## src/design/lzw_pkg.sv

```systemverilog
`default_nettype none
package lzw_pkg;
	localparam int DICT_ENTRIES  = 4096;
	localparam int MAX_CODE_BITS = 12;
	localparam int DICT_AW = $clog2(DICT_ENTRIES);
	localparam int CODE_W  = DICT_AW;
	localparam int NFC_W   = DICT_AW + 1;
	localparam int KEY_W   = CODE_W + 8;
	localparam int HASH_AW = DICT_AW + 1;
	localparam int DICT_W  = HASH_AW + KEY_W;
	localparam int FIRST_FREE = 256;

	typedef struct packed {
		logic       valid;
		logic [7:0] in_byte;
		logic       last_byte;
	} lzw_item_t;

	function automatic logic [3:0] width_for(input logic [NFC_W-1:0] n);
		logic [3:0] r;
		r = 4'(MAX_CODE_BITS);
		for (int w = MAX_CODE_BITS; w >= 8; w--) begin
			if ({1'b0, n} <= ((NFC_W+1)'(1) << w)) begin
				r = 4'(w);
			end
		end
		return r;
	endfunction

	function automatic logic [HASH_AW-1:0] hash_of(input logic [CODE_W-1:0] p,
			input logic [7:0] b);
		return (HASH_AW'(b) << (HASH_AW - 8)) ^ HASH_AW'(p);
	endfunction
endpackage
`default_nettype wire

```

## src/design/lzw_front.sv

```systemverilog
`default_nettype none
module lzw_front (
	input  wire logic              clk,
	input  wire logic              arst_n,
	input  wire logic              hold,
	input  wire logic              s_axis_tvalid,
	output logic                   s_axis_tready,
	input  wire logic [7:0]        s_axis_tdata,
	input  wire logic              s_axis_tlast,
	output lzw_pkg::lzw_item_t     item,
	input  wire logic              pop
);
	import lzw_pkg::*;

	logic [8:0] slot_q [2];
	logic       wr_q, rd_q;
	logic [1:0] cnt_q;
	logic       push, take;

	assign s_axis_tready = (cnt_q != 2'd2) && !hold;
	assign push = s_axis_tvalid && s_axis_tready;
	assign take = pop && (cnt_q != 2'd0);

	assign item.valid     = (cnt_q != 2'd0);
	assign item.in_byte   = slot_q[rd_q][8:1];
	assign item.last_byte = slot_q[rd_q][0];

	always_ff @(posedge clk) begin
		if (push) begin
			slot_q[wr_q] <= {s_axis_tdata, s_axis_tlast};
		end
	end

	always_ff @(posedge clk or negedge arst_n) begin
		if (!arst_n) begin
			wr_q  <= 1'b0;
			rd_q  <= 1'b0;
			cnt_q <= 2'd0;
		end else begin
			if (push) wr_q <= !wr_q;
			if (take) rd_q <= !rd_q;
			cnt_q <= cnt_q + 2'(push) - 2'(take);
		end
	end
endmodule
`default_nettype wire

```

## config.mk

```make
export PLATFORM = sky130hd
export DESIGN_NAME = lzw_front
export DESIGN_NICKNAME = d
export VERILOG_FILES = /design/src/design/lzw_pkg.sv /design/src/design/lzw_front.sv
export SDC_FILE = /design/constraint.sdc
export NUM_CORES = 1
export LEC_CHECK = 0
export ABC_AREA = 0
export BUFFER_PORTS_ARGS = -buffer_cell sky130_fd_sc_hd__buf_2
export CAP_MARGIN = 20
export CORE_UTILIZATION = 48
export DETAILED_ROUTE_END_ITERATION = 16
export PLACE_DENSITY = 0.74
export SLEW_MARGIN = 20
export SYNTH_ARGS = -nofsm -noshare
export SYNTH_HDL_FRONTEND = slang
export SYNTH_SLANG_ARGS = --single-unit
```

## constraint.sdc

```tcl
create_clock -name clk -period 2.3 [get_ports clk]
set_clock_uncertainty 0.05 [all_clocks]
set_input_delay 0 -clock clk [delete_from_list [all_inputs] [get_ports clk]]
set_output_delay 0 -clock clk [all_outputs]
set_load 0.02 [all_outputs]
```

==> run_results.csv, run 1 <==
group,metric,value,unit
clock_tree,cts_buffer_depth,2,
pwr,comb_power_share,35.7,%
sta,hold_viol_final,0,
clock_tree,clkLatencyLatePin,0.29,ns
critical_path,critPathCaptureType,"register",
floorplanning,dieHeight,44.29,um
critical_path,rr_startpoint,"cnt_q[1]$_DFF_PN0_",
pwr,powerDensity,997.5,mW/mm2
placed_design,gp_congestion,0.7382,
drt,drt_iter0_drc,5,
drt,num_vias,516,
synthesis,syn_area_per_cell,17.88,um2
floorplanning,fp-row-count,14,
synthesis,async_flop_share,18.18,%
placed_design,io_buffers,24,
finish,design_area,0.001165,mm2
placed_design,placed_cell_area,0.001018,mm2
critical_path,required,2.47,ns
pwr,irDropWorstVdd,0.0006692,V
critical_path,cp_num_cells,7,
synthesis,synth_cell_types,13,
synthesis,synth_most_common_cell,"edfxtp_1",
critical_path,worst-path-buf-inv,1,
clock_tree,clock_sinks,22,
synthesis,synth_seq_cells,22,
critical_path,r2r_end,"cnt_q[1]$_DFF_PN0_",
placed_design,dpl.hpwl,928,um
sta,timing.fmax,568.5,MHz
finish,register_area,640.6,um2
sta,drv_slew,0,
synthesis,synthTopCellsByCount,"edfxtp_1, mux2_2, dfrtp_1, inv_1, xnor2_1",
sta,setup_tns,0,ns
pwr,internal_power,0.7812,mW
critical_path,r2r_setup_slack,0.54,ns
finish,area_growth,35.71,%
critical_path,arrival,1.93,ns
critical_path,path_cells,"or2_1 > and2_4 > ha_1 > inv_1 > ha_1 > xnor2_1 > xnor2_1",
synthesis,ys_warn_count,0,
finish,num-fill-cells,122,
worst_hold_path,hold_class,"primary input to register",
clock_tree,cts_max_level,1,
drt,ant_nets,0,
drt,wl_per_cell,12.36,um
pwr,total_power,1.162,mW
worst_hold_path,hp-start,"hold",
synthesis,ys_seq_area_share,74.64,%
sta,rsz0062_at_grt,"false",
worst_hold_path,min_to,"wr_q$_DFFE_PN0P_",
critical_path,worst-setup-path-type,"register to register",
floorplanning,start_util,53.85,%
pwr,seq_power_share,50.0,%
floorplanning,die_x,44.29,um
synthesis,synth-main-ff-cell,"edfxtp_1",
global_routing,track_usage,17.18,%
critical_path,cp-start-kind,"register",
global_routing,grt_pass1_vias,567,
critical_path,cp_top_family,"flip-flops",
global_routing,grt_overflow,0,
global_routing,grt_antenna_before_repair,0,
pwr,pwr-share-clk,14.3,%
drt,dr.pass1.iters,4,
sta,slew_headroom,72.68,%
job,maxCapViolations,0,
global_routing,grt_pass1_wl,2346,um
drt,drc,0,
sta,setup_viol,0,
worst_hold_path,hold_path_depth,3,
clock_tree,cts_resized,0,
sta,worstMarginPinSlew,0.4082,ns
floorplanning,pin_count,25,
critical_path,slowest_stage,"dfrtp_1",
drt,vias_per_cell,4.566,
synthesis,yosysTopAreaCellShare,62.97,%
pwr,p_sw,0.3808,mW
synthesis,synth_largest_area_cell,"edfxtp_1",
global_routing,grt_max_degree,13,
clock_tree,cts_root_buf,"clkbuf_4",
floorplanning,die-area,0.001961,mm2
critical_path,cp_slowest_stage_delay,0.44,ns
clock_tree,cts_tree,"built",
critical_path,cp-startpoint,"cnt_q[1]$_DFF_PN0_",
sta,min_period,1.759,ns
sta,fin_crit_sh,76.48,%
status,status,"completed",
pwr,switching_share,32.77,%
drt,drt_wl_total,1397,um
finish,fin_nets,106,
floorplanning,design.core.area,0.001594,mm2
finish,antenna_cells,0,
synthesis,syn_area,858.3,um2
finish,final_util,73.08,%
synthesis,syn_inst,48,
clock_tree,numCtsBuffers,3,
synthesis,synth_edf_count,18,
synthesis,yosys-top-cells-area,"edfxtp_1, mux2_2, dfrtp_1",
critical_path,rr_worst_depth,7,
finish,drive_gt1_share,43.82,%
finish,multi_input_area,197.7,um2
synthesis,synth_nets,64,
clock_tree,path_clk_slew,0.11,ns
critical_path,crit_path_max_fanout,4,
pwr,power_leakage,0.4801,nW
==> final cells by class <==
class                      count  share of cell area (%)
sequential                    22                   54.99
tap                           24                   2.578
multi-input combinational     21                   16.97
timing repair buffer          38                   21.91
clock inverter                 1                  0.3222
clock buffer                   3                   1.933
inverter                       4                   1.289
==> layer usage <==
metal / up-vias / share of wire, % / track usage, %
met4: 0 / 0.36 / 7.273
met2: 13 / 56 / 31.47
li1: 255 / - / -
met1: 246 / 41 / 19.94
met5: - / 0 / 0
met3: 2 / 2.6 / 2.449
==> cell usage in the layout, fill, tap and decap left out <==
master          n
a211o_1         1
a21oi_1         1
and2_4          1
buf_2          24
buf_4           2
clkbuf_4        3
clkinv_1        1
dfrtp_1         4
dlygate4sd3_1  12
edfxtp_1       18
ha_1            2
inv_1           4
mux2_2          9
nor2_1          2
or2_1           1
xnor2_1         3
xor2_1          1
==> tightest hold or removal path, cell delays in order <==
cell and delay (ns):
buf_2 0.09, a211o_1 0.18, xnor2_1 0.08
==> cell families (layout without fill, tap and decap cells) <==
| family | count (synthesis) | in the layout | synth area share (%) |
|---|---|---|---|
| AO/OA/AOI/OAI | 2 | 2 | 1.603 |
| XOR/XNOR | 4 | 4 | 4.082 |
| adder cells (fa/ha/maj) | 2 | 2 | 2.915 |
| buffers and inverters | 5 | 46 | 2.331 |
| flip-flops | 22 | 22 | 74.64 |
| multiplexers | 9 | 9 | 11.81 |
| AND/OR/NAND/NOR | 4 | 4 | 2.625 |
==> repair_timing <==
item                                   4_1_cts  5_1_grt
endpoints found under the hold margin       23        0
buffers inserted                             0        0
hold buffers                                12        0
==> worst max-delay path by stage <==
| stage | slack, ns | endpoint |
|---|---|---|
| after global placement | 0.59 | slot_q[1][4]$_DFFE_PP_ |
| after detailed placement | 0.58 | cnt_q[1]$_DFF_PN0_ |
| after global routing | 0.43 | cnt_q[1]$_DFF_PN0_ |
| after floorplan | 0.52 | cnt_q[1]$_DFF_PN0_ |
| after CTS | 0.56 | cnt_q[1]$_DFF_PN0_ |
| final | 0.54 | cnt_q[1]$_DFF_PN0_ |
==> stage by stage <==
| stage | worst slack [ns] | std cells | hold slack [ns] |
|---|---|---|---|
| floorplan | 0.5175 | 48 | -0.3456 |
| global placement | 0.5871 | 97 | -0.2413 |
| detailed placement | 0.5801 | 97 | -0.2324 |
| CTS | 0.5559 | 113 | 0.03277 |
| global route | 0.4251 | 113 | 0.05191 |
| finish | 0.5411 | 113 | 0.04359 |
==> power by group through the flow <==
stage / logic, mW / clock network [mW] / registers, mW
after CTS: 0.419 / 0.171 / 0.582
after floorplan: 0.323 / 0 / 0.549
after global placement: 0.391 / 0 / 0.589
final: 0.415 / 0.166 / 0.581
after detailed placement: 0.401 / 0 / 0.592
after global routing: 0.452 / 0.187 / 0.593
==> registers in the layout (all words and copies together) (netlist names) <==
name / cells
rd_q: 1
slot_q: 18
cnt_q: 2
wr_q: 1
Power figures use the tool's default switching activity.
==> run 2, diff against run 1 <==
==> constraint.sdc (replaced) <==
create_clock -name clk -period 1.7 [get_ports clk]
set_clock_uncertainty 0.05 [all_clocks]
set_input_delay 0 -clock clk [delete_from_list [all_inputs] [get_ports clk]]
set_output_delay 0 -clock clk [all_outputs]
set_load 0.02 [all_outputs]
==> run_results.csv, run 2 (synthesis results as in run 1) <==
group,metric,value,unit
critical_path,cp-start-kind,"register",
floorplanning,pin_count,25,
finish,largest_register,"slot_q",
finish,antenna_cells,0,
sta,drv_slew,0,
floorplanning,design.core.area,0.001594,mm2
sta,hold_slack,0.07890,ns
floorplanning,dieHeight,44.29,um
drt,num_vias,551,
floorplanning,die-area,0.001961,mm2
placed_design,gp_congestion,0.6807,
finish,finalNonFillerCells,119,
clock_tree,path_clk_slew,0.11,ns
finish,area_growth,45.04,%
floorplanning,start_util,53.85,%
sta,timing.fmax,595.7,MHz
global_routing,grt_pass1_wl,2546,um
finish,final_cell_mix,"buf_2, edfxtp_1, dlygate4sd3_1",
drt,dr.pass1.iters,4,
finish,register_area,640.6,um2
drt,drc,0,
critical_path,crit_path_frequent_cell,"ha_4",
clock_tree,cts_root_buf,"clkbuf_4",
pwr,total_power,1.768,mW
critical_path,crit_path_max_fanout,3,
job,maxCapViolations,0,
sta,rsz0062_at_grt,"true",
drt,routed.top_layer,"met3",
drt,drt_iter0_drc,7,
critical_path,critPathCaptureType,"register",
sta,min_period,1.679,ns
sta,worst_slack,0.02133,ns
global_routing,track_usage,18.84,%
placed_design,io_buffers,24,
global_routing,grt_max_degree,13,
clock_tree,clock_sinks,22,
critical_path,slowest_stage,"dfrtp_1",
global_routing,grt_antenna_before_repair,0,
placed_design,dp_cells,101,
pwr,irDropWorstVdd,0.001044,V
critical_path,required,1.84,ns
drt,wl_per_cell,12.98,um
status,status,"completed",
finish,multi_input_area,232.7,um2
floorplanning,fp-row-count,14,
placed_design,pre_cts_ws,0.01737,ns
finish,largest_reg_flops,18,
finish,top_regs,"slot_q: 18 flops, cnt_q: 2 flops",
drt,m1WireLength,600,um
drt,met2WireLength,901,um
sta,setup_viol,0,
finish,final_common_cell,"buf_2",
finish,fin_nets,112,
finish,num-fill-cells,97,
global_routing,grt_overflow,0,
placed_design,dpl.hpwl,896.9,um
floorplanning,die_x,44.29,um
sta,worstMarginPinSlew,0.4310,ns
worst_hold_path,hold_class,"primary input to register",
clock_tree,cts_tree,"built",
sta,fin_crit_sh,98.75,%
clock_tree,numCtsBuffers,3,
clock_tree,cts_buffer_depth,2,
critical_path,cp_slowest_stage_delay,0.41,ns
pwr,power_leakage,0.5143,nW
drt,ant_nets,0,
sta,slew_headroom,71.27,%
drt,met3_length,43,um
critical_path,path_cells,"or2_4 > and2_4 > ha_4 > inv_4 > ha_4 > xnor2_2 > xnor2_1",
critical_path,arrival,1.82,ns
finish,final_util,78.10,%
pwr,powerDensity,1420,mW/mm2
clock_tree,clkLatencyLatePin,0.29,ns
drt,vias_per_cell,4.630,
sta,hold_viol_final,0,
finish,drive_gt1_share,53.68,%
critical_path,worst-setup-path-type,"register to register",
global_routing,grt_pass1_vias,573,
clock_tree,cts_max_level,1,
drt,drt_wl_total,1545,um
run 2: area by class of cell:
type                       instances  area share (%)
clock buffer                       4           2.111
inverter                           4           1.407
multi-input combinational         21           18.69
sequential                        22           51.46
tap                               24           2.412
timing repair buffer              44           23.92
run 2: critical path, delay by kind of cell, from the launching register on:
family	cells	cell delay (ns)
adder cells (fa/ha/maj)	2	0.42
buffers and inverters	1	0.03
flip-flops	1	0.41
XOR/XNOR	2	0.26
AND/OR/NAND/NOR	2	0.41
run 2: where the power goes:
| part | switching (mW) | internal (mW) | total [mW] |
|---|---|---|---|
| clock network | 0.143 | 0.0912 | 0.234 |
| logic | 0.351 | 0.400 | 0.751 |
| registers | 0.0872 | 0.696 | 0.783 |
| total | 0.581 | 1.19 | 1.77 |
run 2: worst paths after layout:
check	depth (start not counted)	startpoint	slack, ns	end
max in group asynchronous	3	arst_n	0.91	wr_q$_DFFE_PN0P_
min in group asynchronous	3	arst_n	0.53	cnt_q[0]$_DFF_PN0_
worst min-delay path	4	pop	0.08	rd_q$_DFFE_PN0P_
worst min register to register	1	wr_q$_DFFE_PN0P_	0.46	wr_q$_DFFE_PN0P_
worst max-delay path	7	cnt_q[0]$_DFF_PN0_	0.02	cnt_q[1]$_DFF_PN0_
worst max register to register	7	cnt_q[0]$_DFF_PN0_	0.02	cnt_q[1]$_DFF_PN0_
run 2: per-layer routing:
metal / vias to the layer above / global-route usage, %
met5: - / 0
met4: 0 / 5.455
met3: 0 / 2.449
met2: 12 / 36.47
met1: 274 / 21.35
li1: 265 / -
run 2: timing repair:
item                                    CTS  global route
resized for setup                         5             1
endpoints found under the hold margin    22             0
endpoints found under the setup margin    1             1
hold buffers                             11             0
buffers inserted                          2             1
pin swaps                                 5             7
run 2: metrics by stage:
stage,instance area (um2),setup TNS (ns)
after floorplan,860.8,0
after global placement,1051,0
after detailed placement,1051,0
after CTS,1235,0
after global routing,1245,-0.02052
final,1245,0
